## config.mk

```make
export PLATFORM = sky130hd
export DESIGN_NAME = ttr_scan_flat
export DESIGN_NICKNAME = d
export VERILOG_FILES = /design/src/rtl/core/ttr_pkg.sv /design/src/rtl/core/ttr_out_if.sv /design/src/rtl/core/ttr_scan.sv /design/src/flat_wrapper.sv
export SDC_FILE = /design/constraint.sdc
export NUM_CORES = 1
export LEC_CHECK = 0
export BUFFER_PORTS_ARGS = -buffer_cell sky130_fd_sc_hd__buf_4
export CAP_MARGIN = 20
export CELL_PAD_IN_SITES_DETAIL_PLACEMENT = 1
export CELL_PAD_IN_SITES_GLOBAL_PLACEMENT = 2
export CORE_UTILIZATION = 30
export DETAILED_ROUTE_END_ITERATION = 7
export PLACE_DENSITY_LB_ADDON = 0.1
export SETUP_SLACK_MARGIN = 0.4
export SYNTH_ARGS = -nofsm -noshare
export SYNTH_HDL_FRONTEND = slang
export SYNTH_SLANG_ARGS = --single-unit
```

## constraint.sdc

```tcl
create_clock -name clk -period 21.4 [get_ports clk]
set_input_delay 4.28 -clock clk [delete_from_list [all_inputs] [get_ports clk]]
set_output_delay 4.28 -clock clk [all_outputs]
set_load 0.02 [all_outputs]
```

## src/rtl/core/ttr_pkg.sv

```systemverilog
// Shared constants and width helpers for the triangle tile rasterizer.
// No dependencies; ttr_out_if, ttr_setup, ttr_scan and the top level refer to this package.
package ttr_pkg;

    localparam int unsigned EDGE_COUNT  = 3;
    localparam int unsigned QUEUE_DEPTH = 2;

    function automatic int unsigned weight_bits(input int unsigned coord_bits);
        return 2 * coord_bits + 2;
    endfunction

    function automatic int unsigned count_bits(input int unsigned tile_size);
        return $clog2(tile_size + 1);
    endfunction

    function automatic int unsigned entry_bits(input int unsigned coord_bits,
                                               input int unsigned tile_size);
        return 2 * coord_bits + 2 * count_bits(tile_size)
            + EDGE_COUNT * (weight_bits(coord_bits) + 2 * (coord_bits + 1));
    endfunction

endpackage

```

## src/rtl/core/ttr_out_if.sv

```systemverilog
// Output channel of the rasterizer: one covered pixel or the empty marker per transaction.
// Depends on ttr_pkg for the weight width.
interface ttr_out_if #(parameter int unsigned COORD_BITS = 12);

    localparam int unsigned WEIGHT_BITS = ttr_pkg::weight_bits(COORD_BITS);

    logic                          valid;
    logic                          ready;
    logic [COORD_BITS-1:0]         pixel_x;
    logic [COORD_BITS-1:0]         pixel_y;
    logic signed [WEIGHT_BITS-1:0] weight_a;
    logic signed [WEIGHT_BITS-1:0] weight_b;
    logic signed [WEIGHT_BITS-1:0] weight_c;
    logic                          covered;
    logic                          last;

    modport source (
        output valid, pixel_x, pixel_y, weight_a, weight_b, weight_c, covered, last,
        input  ready
    );

    modport sink (
        input  valid, pixel_x, pixel_y, weight_a, weight_b, weight_c, covered, last,
        output ready
    );

endinterface

```

## src/rtl/core/ttr_scan.sv

```systemverilog
// Back end: steps the edge functions over the clipped box one pixel per cycle unless the output stalls,
// and delivers covered pixels or the empty marker through an output register. Depends on ttr_pkg and ttr_out_if.
module ttr_scan #(
    parameter int unsigned COORD_BITS = 12,
    parameter int unsigned TILE_SIZE  = 8
) (
    input  logic clk,
    input  logic rst_n,
    input  logic pop_valid,
    output logic pop_ready,
    input  logic [ttr_pkg::entry_bits(COORD_BITS, TILE_SIZE)-1:0] pop_data,
    ttr_out_if.source out_ch
);

    localparam int unsigned CB    = COORD_BITS;
    localparam int unsigned WB    = ttr_pkg::weight_bits(COORD_BITS);
    localparam int unsigned CNT_W = ttr_pkg::count_bits(TILE_SIZE);
    localparam int unsigned EC    = ttr_pkg::EDGE_COUNT;

    localparam logic [1:0] B_IDLE  = 2'd0;
    localparam logic [1:0] B_SCAN  = 2'd1;
    localparam logic [1:0] B_FLUSH = 2'd2;

    typedef struct packed {
        logic [CB-1:0]            x0;
        logic [CB-1:0]            y0;
        logic [CNT_W-1:0]         w;
        logic [CNT_W-1:0]         h;
        logic [EC-1:0][WB-1:0]    init;
        logic [EC-1:0][CB:0]      dx;
        logic [EC-1:0][CB:0]      dy;
    } setup_t;

    setup_t               entry;
    logic [1:0]           state_reg;
    logic [1:0]           state_next;
    logic [CB-1:0]        x0_reg;
    logic [CB-1:0]        x0_next;
    logic [CB-1:0]        cur_x_reg;
    logic [CB-1:0]        cur_x_next;
    logic [CB-1:0]        cur_y_reg;
    logic [CB-1:0]        cur_y_next;
    logic [CNT_W-1:0]     col_reg;
    logic [CNT_W-1:0]     col_next;
    logic [CNT_W-1:0]     row_reg;
    logic [CNT_W-1:0]     row_next;
    logic [CNT_W-1:0]     w_reg;
    logic [CNT_W-1:0]     w_next;
    logic [CNT_W-1:0]     h_reg;
    logic [CNT_W-1:0]     h_next;
    logic signed [WB-1:0] e_reg [EC];
    logic signed [WB-1:0] e_next [EC];
    logic signed [WB-1:0] r_reg [EC];
    logic signed [WB-1:0] r_next [EC];
    logic signed [WB-1:0] dx_reg [EC];
    logic signed [WB-1:0] dx_next [EC];
    logic signed [WB-1:0] dy_reg [EC];
    logic signed [WB-1:0] dy_next [EC];
    logic                 pend_valid_reg;
    logic                 pend_valid_next;
    logic [CB-1:0]        pend_x_reg;
    logic [CB-1:0]        pend_x_next;
    logic [CB-1:0]        pend_y_reg;
    logic [CB-1:0]        pend_y_next;
    logic signed [WB-1:0] pend_w_reg [EC];
    logic signed [WB-1:0] pend_w_next [EC];
    logic                 out_valid_reg;
    logic                 out_valid_next;
    logic [CB-1:0]        out_x_reg;
    logic [CB-1:0]        out_x_next;
    logic [CB-1:0]        out_y_reg;
    logic [CB-1:0]        out_y_next;
    logic signed [WB-1:0] out_w_reg [EC];
    logic signed [WB-1:0] out_w_next [EC];
    logic                 out_covered_reg;
    logic                 out_covered_next;
    logic                 out_last_reg;
    logic                 out_last_next;
    logic                 covered;
    logic                 out_free;
    logic                 advance;
    logic                 load_out;
    logic                 col_done;
    logic                 row_done;

    assign entry     = pop_data;
    assign pop_ready = (state_reg == B_IDLE);
    assign covered   = !e_reg[0][WB-1] && !e_reg[1][WB-1] && !e_reg[2][WB-1];
    assign out_free  = !out_valid_reg || out_ch.ready;
    assign advance   = !(covered && pend_valid_reg) || out_free;
    assign col_done  = (col_reg + CNT_W'(1) == w_reg);
    assign row_done  = (row_reg + CNT_W'(1) == h_reg);

    // A covered pixel is held back in the pending register so that the final one can carry last.
    always_comb
    begin
        state_next       = state_reg;
        x0_next          = x0_reg;
        cur_x_next       = cur_x_reg;
        cur_y_next       = cur_y_reg;
        col_next         = col_reg;
        row_next         = row_reg;
        w_next           = w_reg;
        h_next           = h_reg;
        e_next           = e_reg;
        r_next           = r_reg;
        dx_next          = dx_reg;
        dy_next          = dy_reg;
        pend_valid_next  = pend_valid_reg;
        pend_x_next      = pend_x_reg;
        pend_y_next      = pend_y_reg;
        pend_w_next      = pend_w_reg;
        out_valid_next   = out_valid_reg && !out_ch.ready;
        out_x_next       = out_x_reg;
        out_y_next       = out_y_reg;
        out_w_next       = out_w_reg;
        out_covered_next = out_covered_reg;
        out_last_next    = out_last_reg;
        load_out         = 1'b0;
        unique case (state_reg)
            B_IDLE:
            begin
                if (pop_valid)
                begin
                    x0_next    = entry.x0;
                    cur_x_next = entry.x0;
                    cur_y_next = entry.y0;
                    col_next   = '0;
                    row_next   = '0;
                    w_next     = entry.w;
                    h_next     = entry.h;
                    for (int k = 0; k < EC; k++)
                    begin
                        e_next[k]  = $signed(entry.init[k]);
                        r_next[k]  = $signed(entry.init[k]);
                        dx_next[k] = WB'($signed(entry.dx[k]));
                        dy_next[k] = WB'($signed(entry.dy[k]));
                    end
                    state_next = (entry.w == '0 || entry.h == '0) ? B_FLUSH : B_SCAN;
                end
            end
            B_SCAN:
            begin
                if (advance)
                begin
                    if (covered)
                    begin
                        if (pend_valid_reg)
                        begin
                            load_out         = 1'b1;
                            out_valid_next   = 1'b1;
                            out_x_next       = pend_x_reg;
                            out_y_next       = pend_y_reg;
                            out_w_next       = pend_w_reg;
                            out_covered_next = 1'b1;
                            out_last_next    = 1'b0;
                        end
                        pend_valid_next = 1'b1;
                        pend_x_next     = cur_x_reg;
                        pend_y_next     = cur_y_reg;
                        pend_w_next     = e_reg;
                    end
                    if (col_done)
                    begin
                        if (row_done)
                        begin
                            state_next = B_FLUSH;
                        end
                        else
                        begin
                            col_next   = '0;
                            row_next   = row_reg + CNT_W'(1);
                            cur_x_next = x0_reg;
                            cur_y_next = cur_y_reg + CB'(1);
                            for (int k = 0; k < EC; k++)
                            begin
                                r_next[k] = r_reg[k] + dx_reg[k];
                                e_next[k] = r_reg[k] + dx_reg[k];
                            end
                        end
                    end
                    else
                    begin
                        col_next   = col_reg + CNT_W'(1);
                        cur_x_next = cur_x_reg + CB'(1);
                        for (int k = 0; k < EC; k++)
                        begin
                            e_next[k] = e_reg[k] - dy_reg[k];
                        end
                    end
                end
            end
            B_FLUSH:
            begin
                if (out_free)
                begin
                    load_out         = 1'b1;
                    out_valid_next   = 1'b1;
                    out_last_next    = 1'b1;
                    out_covered_next = pend_valid_reg;
                    out_x_next       = pend_valid_reg ? pend_x_reg : '0;
                    out_y_next       = pend_valid_reg ? pend_y_reg : '0;
                    for (int k = 0; k < EC; k++)
                    begin
                        out_w_next[k] = pend_valid_reg ? pend_w_reg[k] : '0;
                    end
                    pend_valid_next = 1'b0;
                    state_next      = B_IDLE;
                end
            end
            default:
            begin
                state_next = B_IDLE;
            end
        endcase
    end

    always_ff @(posedge clk or negedge rst_n)
    begin
        if (!rst_n)
        begin
            state_reg      <= B_IDLE;
            pend_valid_reg <= 1'b0;
            out_valid_reg  <= 1'b0;
        end
        else
        begin
            state_reg      <= state_next;
            pend_valid_reg <= pend_valid_next;
            out_valid_reg  <= out_valid_next;
        end
    end

    always_ff @(posedge clk)
    begin
        x0_reg          <= x0_next;
        cur_x_reg       <= cur_x_next;
        cur_y_reg       <= cur_y_next;
        col_reg         <= col_next;
        row_reg         <= row_next;
        w_reg           <= w_next;
        h_reg           <= h_next;
        e_reg           <= e_next;
        r_reg           <= r_next;
        dx_reg          <= dx_next;
        dy_reg          <= dy_next;
        pend_x_reg      <= pend_x_next;
        pend_y_reg      <= pend_y_next;
        pend_w_reg      <= pend_w_next;
        out_x_reg       <= out_x_next;
        out_y_reg       <= out_y_next;
        out_w_reg       <= out_w_next;
        out_covered_reg <= out_covered_next;
        out_last_reg    <= out_last_next;
    end

    assign out_ch.valid    = out_valid_reg;
    assign out_ch.pixel_x  = out_x_reg;
    assign out_ch.pixel_y  = out_y_reg;
    assign out_ch.weight_a = out_w_reg[0];
    assign out_ch.weight_b = out_w_reg[1];
    assign out_ch.weight_c = out_w_reg[2];
    assign out_ch.covered  = out_covered_reg;
    assign out_ch.last     = out_last_reg;

`ifndef ASSERT_OFF
    a_no_overwrite: assert property (@(posedge clk) disable iff (!rst_n)
        load_out |-> out_free)
        else $error("output register loaded while a transaction was still waiting");

    a_scan_emit_from_held: assert property (@(posedge clk) disable iff (!rst_n)
        load_out && state_reg == B_SCAN |-> pend_valid_reg && covered)
        else $error("scan emitted a pixel without a held covered pixel");

    a_marker_is_last: assert property (@(posedge clk) disable iff (!rst_n)
        out_valid_reg && !out_covered_reg |-> out_last_reg)
        else $error("empty marker transaction without last");

    a_scan_in_box: assert property (@(posedge clk) disable iff (!rst_n)
        state_reg == B_SCAN |-> col_reg < w_reg && row_reg < h_reg)
        else $error("scan position outside the clipped box");
`endif

endmodule

```

## src/flat_wrapper.sv

```systemverilog
// flat-port wrapper written by rule: the top's interface ports become plain ports
module ttr_scan_flat 
#(
    parameter int unsigned COORD_BITS = 12,
    parameter int unsigned TILE_SIZE  = 8
)
  (clk, rst_n, pop_valid, pop_ready, pop_data, out_ch_valid, out_ch_pixel_x, out_ch_pixel_y, out_ch_weight_a, out_ch_weight_b, out_ch_weight_c, out_ch_covered, out_ch_last, out_ch_ready);
  ttr_out_if #(.COORD_BITS(COORD_BITS)) out_ch_i ();
  input  logic clk;
  input  logic rst_n;
  input  logic pop_valid;
  output logic pop_ready;
  input  logic [ttr_pkg::entry_bits(COORD_BITS, TILE_SIZE)-1:0] pop_data;
  output wire logic [$bits(out_ch_i.valid)-1:0] out_ch_valid;
  output wire logic [$bits(out_ch_i.pixel_x)-1:0] out_ch_pixel_x;
  output wire logic [$bits(out_ch_i.pixel_y)-1:0] out_ch_pixel_y;
  output wire logic [$bits(out_ch_i.weight_a)-1:0] out_ch_weight_a;
  output wire logic [$bits(out_ch_i.weight_b)-1:0] out_ch_weight_b;
  output wire logic [$bits(out_ch_i.weight_c)-1:0] out_ch_weight_c;
  output wire logic [$bits(out_ch_i.covered)-1:0] out_ch_covered;
  output wire logic [$bits(out_ch_i.last)-1:0] out_ch_last;
  input wire logic [$bits(out_ch_i.ready)-1:0] out_ch_ready;
  assign out_ch_valid = out_ch_i.valid;
  assign out_ch_pixel_x = out_ch_i.pixel_x;
  assign out_ch_pixel_y = out_ch_i.pixel_y;
  assign out_ch_weight_a = out_ch_i.weight_a;
  assign out_ch_weight_b = out_ch_i.weight_b;
  assign out_ch_weight_c = out_ch_i.weight_c;
  assign out_ch_covered = out_ch_i.covered;
  assign out_ch_last = out_ch_i.last;
  assign out_ch_i.ready = out_ch_ready;
  ttr_scan #(.COORD_BITS(COORD_BITS), .TILE_SIZE(TILE_SIZE)) u_core (.clk(clk), .rst_n(rst_n), .pop_valid(pop_valid), .pop_ready(pop_ready), .pop_data(pop_data), .out_ch(out_ch_i));
endmodule
```

After elaboration in Yosys (flattened, before gate mapping)
Index checks and enable logic that the tools add are counted.
{ "totals": {"ram_bits": 0, "register_bits": 496, "latchBits": 0, "wordCells": 155, "memories": 0, "mem_bits_ro": 0} }
{ "classes": {"mul": 0, "n_reduce_logical": 25, "add_sub_neg": 10, "bitwise": 0, "eq_ne": 13, "n_lt_le_gt_ge": 0, "shift": 0, "div": 0, "mux": 73} }
{ "ops": {"columns": ["cell", "count"], "rows": [
  ["78-bit 2-to-1 mux", 10],
  ["78-bit case mux with 2 select lines", 3],
  ["12-bit 2-to-1 mux", 18],
  ["12-bit case mux with 2 select lines", 4],
  ["26-bit by 13-bit adder with 26-bit output", 3],
  ["26-bit 2-to-1 mux", 3],
  ["26-bit by 13-bit subtractor with 26-bit output", 3],
  ["4-bit 2-to-1 mux", 7],
  ["12-bit by 1-bit adder with 12-bit output, second input constant", 2],
  ["4-bit case mux with 2 select lines", 2],
  ["1-bit 2-to-1 mux", 15],
  ["5-bit AND reduction", 3],
  ["2-bit 2-to-1 mux", 6],
  ["2-bit by 1-bit inequality test with 1-bit output, second input constant", 6],
  ["4-bit by 1-bit adder with 4-bit output, second input constant", 2],
  ["4-bit == test", 2],
  ["4-bit logical NOT", 2],
  ["1-bit case mux with 2 select lines", 4],
  ["4-bit AND reduction", 2],
  ["1-bit logical NOT", 6],
  ["2-bit case mux with 3 select lines", 1],
  ["1-bit logical AND", 4],
  ["2-bit inequality test, second input constant", 2],
  ["2-bit nonzero test", 2],
  ["7 further kinds", 9]
]} }

Longest topological paths before layout
Gate-level depths: netlist of the first run.
{ "depth": {"depth_word": 8, "depth_mapped": 13, "mapped_depth_nobuf": 13} }

Worst setup path before layout of the first run
No wires, ideal clock.
{ "synth_path": {"kind": "in2reg", "start": "input port out_ch_ready", "end": "register u_core.out_covered_reg, in the netlist u_core.out_ch.covered, enable pin", "t_arrival_ns": 12.181, "setup_slack_ns": 8.498, "required_time_ns": 20.679, "n_path_buf": 0, "path_stages": 3, "path_cell_list": "nand2b_1 > nor2_1 > a211oi_1"} }
{ "synth_between": {"elab_chain_cells": 4, "elab_cells_between_ends": 5, "cone_classes": "eq/ne: 2; reduce/logical: 3"} }
{ "synth_rtl": {"columns": ["item", "line_no", "text"], "rows": [
  ["start: declaration", "flat_wrapper.sv:22", "input wire logic [$bits(out_ch_i.ready)-1:0] out_ch_ready;"],
  ["1-bit logical OR *", "ttr_scan.sv:89", "assign out_free = !out_valid_reg || out_ch.ready;"],
  ["1-bit logical OR", "ttr_scan.sv:90", "assign advance = !(covered && pend_valid_reg) || out_free;"],
  ["2-bit by 1-bit inequality test with 1-bit output (no line)", null, null],
  ["5-bit AND reduction (no line) *", null, null],
  ["end signal: assignment", "ttr_scan.sv:253", "out_covered_reg <= out_covered_next;"],
  ["end: declaration", "ttr_scan.sv:75", "logic out_covered_reg;"]
]} }
Mark *: on every way between the ends. The rest lies on a longest branch, timed or not.
A chain may end at the register's enable or synchronous reset.

Worst setup path after layout of the first run
{ "layout_path": {"start": "input port out_ch_ready", "end": "register u_core.pend_w_reg[48] (netlist name), enable pin"} }
{ "layout_between": {"elab_chain_cells": 3} }
{ "layout_rtl": {"columns": ["item", "line_no", "text"], "rows": [
  ["1-bit logical OR", "ttr_scan.sv:89", null],
  ["1-bit logical OR", "ttr_scan.sv:90", null],
  ["3-bit AND reduction (no line)", null, null],
  ["end signal: assignment", "ttr_scan.sv:249", "pend_w_reg <= pend_w_next;"],
  ["end: declaration", "ttr_scan.sv:65", "logic signed [WB-1:0] pend_w_reg [EC];"]
]} }
No other way between the ends.

==> run summary, run 1 <==
By area the synthesized netlist is led by sky130_fd_sc_hd__edfxtp_1 (56%), sky130_fd_sc_hd__ha_1 (7.4%), sky130_fd_sc_hd__xnor2_1 (3.3%), sky130_fd_sc_hd__a21oi_1 (3.2%), sky130_fd_sc_hd__and2_1 (2.8%). The number of antenna violations at the first check in global routing is 8. In this run the clock root is driven by a sky130_fd_sc_hd__clkbuf_16.

The proportion of synthesized chip area in sequential cells is 0.564. The run finished with clean final reports. STA classifies the critical path startpoint as a primary input. The first routing iteration left 1045 violations. Setup repair after global routing left no endpoint under its margin. The area of all placed cells without fillers was 0.0323 sq mm.

Startpoint-to-endpoint class of the critical path: primary input to flop. The number of clock sinks is 496, and the clock-pin transition on the worst setup and hold timing paths is 0.06 ns. The total of buffers placed on input and output ports is 297.

Via count of the first global-routing pass: 19600. The final number of setup-violating endpoints is 0, and the starting density of the core is 0.304. For the met1 track demand over resource, the log shows 0.236. The layer with the highest usage after global routing was met2.

The number of clock buffers added by TritonCTS is 66. The slowest library cell on the worst path is sky130_fd_sc_hd__nor2_4. The tools report the number of distinct library cell variants in the gate-level netlist after synthesis as 86.

The worst-margin pin slew is 1.05 ns. In this run the worst path has a maximum fanout of 47. The logs give 0.298 for the worst max-slew margin expressed relative to the limit and 0 for the overflow left after global routing. The via count was 18500.

After layout, the minimum clock period comes to 6.54 ns. The count of nets left with antenna violations once routing finished came out at 0. Data on the critical path is required at its endpoint by 21.61 ns. Entering global routing, the biggest net connects 148 pins.

The proportion of layout cells with a drive suffix above 1 is 0.196. The hold buffer count at CTS was 0. After detailed routing, the number of remaining DRC violations is 0. Dividing the detail-routed wire length by the instance count gives 21.5 microns. The fraction of the cycle the final worst path needs was 0.306; the die span in y was 299 microns.

The number of top-level pins is 298. The critical path goes through buf_4 -> nand2b_1 -> o21ai_0 -> nor2_4 -> buf_4 -> buf_4. No sink is reached through more buffers than the 3 on the longest clock path.

Gates resized during post-CTS repair numbered 0. HPWL after detailed placement: 57500 microns. The count of endpoints failing hold in the final timing report was 0; the overall track demand over capacity in global routing was 0.179.

The run gives 0 as the post-CTS setup buffer count. The class of the most critical hold timing path was flop to flop. The number of max-slew violations in the final report was 0; the clock insertion delay at the later pin of the skew report was 0.60 ns. After detailed routing, the number of vias per cell comes to 4.94. The area share of the largest cell type after synthesis is 0.560. Summed over all failing endpoints, the final setup total negative slack is 0 ns. The run gives 0.295 as the global-route track usage on met2. The maximum single-stage delay on the critical path is 0.67 ns, and the worst clock skew is 0.0270 ns. The commonest register cell after synthesis is sky130_fd_sc_hd__edfxtp_1. TritonCTS built the clock tree.

For the worst setup path, the data arrival time is 6.76 ns. The first global-routing pass estimated 121000 microns of wire. Counting flops and latches in the post-synthesis netlist gives 496. Hold is met by 0.435 ns. The biggest area contributor in the post-synthesis netlist is sky130_fd_sc_hd__edfxtp_1. Summing every instance area after synthesis gives 0.0264 sq mm. Synthesis produced a netlist with a net count of 2573. The die is 299 microns wide.

Met3 track utilization from global routing: 0.0291. Across the run, the number of max-cap violations was 0. For this design the ratio of total power to cell area is 186 mW/mm^2. The static power due to leakage was 12.5 nW. The run gives 0.0869 sq mm as the core box area. Cell repeated most along the worst path: sky130_fd_sc_hd__buf_4.

In this run the core area contains 108 standard-cell rows. The logs give 2886 for the net count reported at finish and 80300 microns for the wire length after detailed routing. The async set or reset register ratio after synthesis came out at 0.00806. Once placement finished, the instance area stood at 0.0300 sq mm.

The maximum operating frequency was 153 MHz. The clock tree synthesis step divided the H-tree into 3 levels. Routability-driven placement finished with a final weighted congestion of 0.822. The Yosys step of the flow raised 0 warnings. Counting flops with a built-in enable in the synthesized netlist gives 492. The pre-antenna-repair detailed-routing pass consisted of 5 iterations. STA classifies the critical path endpoint as a flop.

The mean instance size in the synthesized netlist is 11.9 sq um. The number of instances in the synthesized netlist is 2218. The run gives 0.108 mV as the largest vdd supply drop. The relative area change from synthesis to final layout was 22.3%; the area of the die was 0.0891 sq mm.
[logic make-up after synthesis]
| family | synth area share |
|---|---|
| buffers and inverters | 0.0213 |
| DFF | 0.564 |
| xor gates and xnor gates | 0.0508 |
| and+or+nand+nor | 0.120 |
| adders and majority gates | 0.0790 |
| muxes | 0.0232 |
| AOI/OAI and AO/OA | 0.141 |
[critical path: cells and delay by family]
kind / cells / cell delay [ns]
AO/OA/AOI/OAI: 1 / 0.18
AND/OR/NAND/NOR: 2 / 0.90
buffers and inverters: 3 / 1.28
[cell usage after synthesis (14+ instances only)]
master and instances:
sky130_fd_sc_hd__a31oi_1 38, sky130_fd_sc_hd__mux2_2 49, sky130_fd_sc_hd__and2_1 117, sky130_fd_sc_hd__inv_1 75
sky130_fd_sc_hd__nand3_1 44, sky130_fd_sc_hd__o21a_1 21, sky130_fd_sc_hd__a21o_1 86, sky130_fd_sc_hd__edfxtp_1 492
sky130_fd_sc_hd__nand4_1 14, sky130_fd_sc_hd__a21oi_1 168, sky130_fd_sc_hd__nand2_1 132, sky130_fd_sc_hd__a211oi_1 17
sky130_fd_sc_hd__clkbuf_1 59, sky130_fd_sc_hd__o21ai_0 107, sky130_fd_sc_hd__o21bai_1 14, sky130_fd_sc_hd__nor2_1 167
sky130_fd_sc_hd__o211ai_1 15, sky130_fd_sc_hd__ha_1 157, sky130_fd_sc_hd__nand2b_1 25, sky130_fd_sc_hd__nor3_1 30
sky130_fd_sc_hd__nor2b_1 34, sky130_fd_sc_hd__and3_1 18, sky130_fd_sc_hd__xnor2_1 99, sky130_fd_sc_hd__xor2_1 54
[through the flow]
stage	cells	power, W	util	setup slack, ns
finish	3739	0.00600	0.371	14.86
global route	3739	0.00645	0.371	14.63
CTS	3735	0.00609	0.371	14.77
detailed placement	3617	0.00490	0.345	14.14
global placement	3616	0.00485	0.345	14.21
floorplan	2218	0.00395	-	8.50
[cell type report]
cell class              count  area [sq um]
fillers                  9343         54600
flip-flops and latches    496         14900
multi-input cells        1576         11000
repair buffers            316          2390
clock buffers              80          1770
well taps                1155          1450
clock inverters            38           480
inverters                  75           282
diodes                      3          7.51
[placed cells by master, fill, tap and decap left out, types with 30 or more instances in the layout]
cell type and n:
sky130_fd_sc_hd__buf_4 313, sky130_fd_sc_hd__o21ai_0 107, sky130_fd_sc_hd__nand3_1 44, sky130_fd_sc_hd__xnor2_1 99, sky130_fd_sc_hd__a21oi_1 167, sky130_fd_sc_hd__and2_1 116
sky130_fd_sc_hd__nand2_1 131, sky130_fd_sc_hd__edfxtp_1 492, sky130_fd_sc_hd__nor2_1 163, sky130_fd_sc_hd__nor3_1 30, sky130_fd_sc_hd__inv_1 74, sky130_fd_sc_hd__mux2_2 49
sky130_fd_sc_hd__xor2_1 54, sky130_fd_sc_hd__ha_1 156, sky130_fd_sc_hd__a31oi_1 38, sky130_fd_sc_hd__nor2b_1 34, sky130_fd_sc_hd__clkbuf_16 69, sky130_fd_sc_hd__a21o_1 86
[path summary, 6_finish.rpt]
path | slack (ns) | startpoint | cells after the start | endpoint
setup / recovery | 14.86 | out_ch_ready | 6 | u_core.pend_w_reg[48]$_DFFE_PP_
hold / removal | 0.44 | u_core.e_reg[28]$_DFFE_PP_ | 0 | u_core.pend_w_reg[28]$_DFFE_PP_
setup reg to reg | 16.92 | u_core.state_reg[1]$_DFFE_PN0P_ | 8 | u_core.e_reg[50]$_DFFE_PP_
hold reg to reg | 0.44 | u_core.e_reg[28]$_DFFE_PP_ | 0 | u_core.pend_w_reg[28]$_DFFE_PP_
max in group asynchronous | 17.82 | rst_n | 1 | u_core.state_reg[1]$_DFFE_PN0P_
min in group asynchronous | 3.48 | rst_n | 1 | u_core.out_ch.valid$_DFF_PN0_
[report_power, final]
| part | switching (W) | leakage, nW | internal, W |
|---|---|---|---|
| clock network | 0.000435 | 1.09 | 0.000711 |
| registers | 0.000212 | 4.70 | 0.00168 |
| logic | 0.00184 | 6.70 | 0.00112 |
[layer usage]
| metal | up-vias | routed length [microns] |
|---|---|---|
| met2 | 349 | 37600 |
| li1 | 8942 | - |
| met3 | 113 | 3140 |
| met5 | - | 67 |
| met4 | 10 | 2310 |
| met1 | 9046 | 37200 |
No activity file was read; power rests on OpenSTA's default activity.
==> inputs of run 2 (changes only) <==
==> constraint.sdc (replaced) <==
create_clock -name clk -period 6.5 [get_ports clk]
set_input_delay 1.3 -clock clk [delete_from_list [all_inputs] [get_ports clk]]
set_output_delay 1.3 -clock clk [all_outputs]
set_load 0.02 [all_outputs]
==> run 2 against run 1 <==
Compared with the run above:
- flip-flop and latch count unchanged
- clock skew decreased by 0.0061 ns
- core utilization decreased by 0.15 points
- register-to-register slack got worse by 14 ns
- critical path type is now flop to flop
==> run summary, run 2 (synthesis results as in run 1) <==
The starting density of the core was 0.304; the switching power as a share of total power was 0.420. Setup repair after global routing left no endpoint under its margin. The run gives 0 as the count of antenna-violating nets left after detailed routing.

The critical path goes through inv_1 -> ha_1 -> nor2b_1 -> o21ai_1 -> a21oi_1 -> o41ai_1 -> a21oi_1 -> a2111oi_2 -> o31ai_1 -> xor2_1 -> a211o_1. The critical path buffer and inverter count was 1; the net count reported at finish was 2883. The logs give 0.317 for the part of the power in registers and 0.181 for the share of power burned in the clock network. The H-tree was split into 2 levels.

The post-CTS setup buffer count was 0; the final number of setup-violating endpoints was 0. For the final database, setup skew stands at 0.0209 ns. In this run the vertical extent of the chip is 299 microns. The flow ran to the end, and the final reports show no timing, DRC or antenna violations.

For this design the static power due to leakage is 12.4 nW. After global routing the overflow that remains totals 0. The tree is rooted in a sky130_fd_sc_hd__clkbuf_16. The worst setup path is launched from a flop. Slowest library cell on the worst path: sky130_fd_sc_hd__a2111oi_2. The internal power of the cells totals 0.0113 W. The completed layout was analyzed and its total power is 0.0195 W. The die covers 0.0891 sq mm. Based on the critical path, the design can be clocked at up to 250 MHz.

Number of max-slew violations in the final report: 0. The HPWL after detailed placement was 58100 microns; the data arrival time at the worst-slack endpoint was 4.40 ns. The fraction of the cycle the final worst path needs works out to 0.616. The count of endpoints failing hold in the final timing report was 0. The family with the most delay on the worst path was compound AO/OA/AOI/OAI gates. The via count normalized by instance count was 4.97; the number of antenna violations at the first check in global routing was 7. The maximum buffer depth of the clock tree was 3; the clock insertion delay at the later pin of the skew report was 0.65 ns. The detailed router finished its first iteration with 996 violations. The via count of the first global-routing pass was 19700; the detailed-route DRC error count was 0. Measured along the x axis, the die boundary spans 299 microns. The wire length of the first global-routing pass came out at 121000 microns. Worst max-slew margin expressed relative to the limit: 0.285.

Adding up every negative setup slack in the final design gives 0 ns. The library cells used most frequently in the layout, excluding fill and tap cells, are sky130_fd_sc_hd__edfxtp_1 (492), sky130_fd_sc_hd__buf_4 (316), sky130_fd_sc_hd__a21oi_1 (167). The tools report the net load switching power as 0.00821 W. The number of buffers created by CTS is 60, and the pin count of the biggest net entering global routing is 104. The logs give 108 for the site row count and 18600 for the via count. The first TritonRoute pass finished after 5 iterations. The endpoint required time on the critical path was 6.90 ns. Critical-path maximum fanout: 6. After clock tree synthesis, the repair step resized 0 gates. After detailed routing, the average wire length per cell comes to 21.5 microns. In this run the standard cell core region covers 0.0869 sq mm. The min-delay analysis places its worst path in the category primary input to asynchronous set/reset pin. The congestion estimate from routability-driven global placement came to 0.833. Proportion of layout cells with a drive suffix above 1: 0.196. Leaving out fill and tap cells, the most frequent cell in the layout is sky130_fd_sc_hd__edfxtp_1. At the pin with the least slew margin, the transition time is 1.07 ns. After clock tree synthesis, the clock-pin slew on the worst setup and hold paths is 0.06 ns. During placement, the flow inserted port buffers numbering 297. Relative to the synthesized area, the layout overhead comes to 21.8%.

The wire length after detailed routing was 80300 microns; the placement-stage worst setup slack was 2.49 ns. TritonCTS built the clock tree. The setup path with the least slack is of type flop to flop. The cell repeated most along the worst path was sky130_fd_sc_hd__a21oi_1. The overall track demand over capacity in global routing is 0.177. For the finished layout, the period the worst path requires is 4.00 ns. Proportion of power drawn by combinational gates: 0.502. The largest vdd supply drop is 0.363 mV, and the maximum single-stage delay on the critical path is 0.96 ns.

Across the run, the number of max-cap violations was 0. For this design the top-level I/O count stands at 298. In this run, post-CTS hold repair placed 0 buffers. CTS saw 496 sinks. The worst setup path is captured at a flop.

For this design the ratio of total power to cell area is 608 mW/mm^2. In the post-route analysis, the smallest setup slack over all paths is 2.50 ns.
-- run 2: cell count changes in the layout (fill, tap and decap cells not counted), moves of 2 or more --
| cell | before | now |
|---|---|---|
| sky130_fd_sc_hd__buf_4 | 313 | 316 |
| sky130_fd_sc_hd__clkbuf_1 | 11 | 5 |
| sky130_fd_sc_hd__clkbuf_16 | 69 | 60 |
| sky130_fd_sc_hd__clkinv_1 | 10 | 13 |
| sky130_fd_sc_hd__clkinv_2 | 10 | 12 |
| sky130_fd_sc_hd__clkinv_8 | 2 | 0 |
| sky130_fd_sc_hd__clkinvlp_4 | 3 | 5 |
-- run 2: area by class of cell --
| cell class | instances | area [sq um] |
|---|---|---|
| Antenna cell | 3 | 7.51 |
| Clock buffer | 65 | 1520 |
| Clock inverter | 46 | 543 |
| Fill cell | 9351 | 54800 |
| Inverter | 75 | 282 |
| Multi-Input combinational cell | 1576 | 11000 |
| Sequential cell | 496 | 14900 |
| Tap cell | 1155 | 1450 |
| Timing Repair Buffer | 319 | 2440 |
-- run 2: metrics by stage --
stage	instances	utilization	instance area (sq um)	hold slack, ns
after floorplan	2218	-	26400	0.426
after global placement	3619	0.345	30000	0.432
after detailed placement	3619	0.345	30000	0.437
after CTS	3730	0.369	32100	0.390
after global routing	3733	0.370	32100	0.410
final	3735	0.370	32100	0.441
-- run 2: final timing paths --
| check | slack, ns | depth (start not counted) | to | from |
|---|---|---|---|---|
| worst max-delay path | 2.50 | 11 | u_core.e_reg[75]$_DFFE_PP_ | u_core.dy_reg[53]$_DFFE_PP_ |
| worst max register to register | 2.50 | 11 | u_core.e_reg[75]$_DFFE_PP_ | u_core.dy_reg[53]$_DFFE_PP_ |
| worst min register to register | 0.45 | 0 | u_core.pend_w_reg[52]$_DFFE_PP_ | u_core.e_reg[52]$_DFFE_PP_ |
| min in group clk | 0.45 | 0 | u_core.pend_w_reg[52]$_DFFE_PP_ | u_core.e_reg[52]$_DFFE_PP_ |
| max in group asynchronous | 5.95 | 1 | u_core.out_ch.valid$_DFF_PN0_ | rst_n |
| worst min-delay path | 0.44 | 1 | u_core.state_reg[1]$_DFFE_PN0P_ | rst_n |
-- run 2: layer usage --
metal  part of all wire  GRT usage  vias up
met5            0.00076          0        -
met4              0.020     0.0446       10
met3              0.037     0.0279      105
met2               0.47      0.298      327
met1               0.47      0.237     9212
li1                   -          -     8920
-- run 2: power groups by stage --
stage / registers, W / clock network (W) / logic [W]
floorplan: 0.00650 / 0 / 0.00635
global placement: 0.00627 / 0 / 0.00971
detailed placement: 0.00628 / 0 / 0.00983
CTS: 0.00623 / 0.00366 / 0.00991
global route: 0.00632 / 0.00376 / 0.0109
finish: 0.00619 / 0.00354 / 0.00980
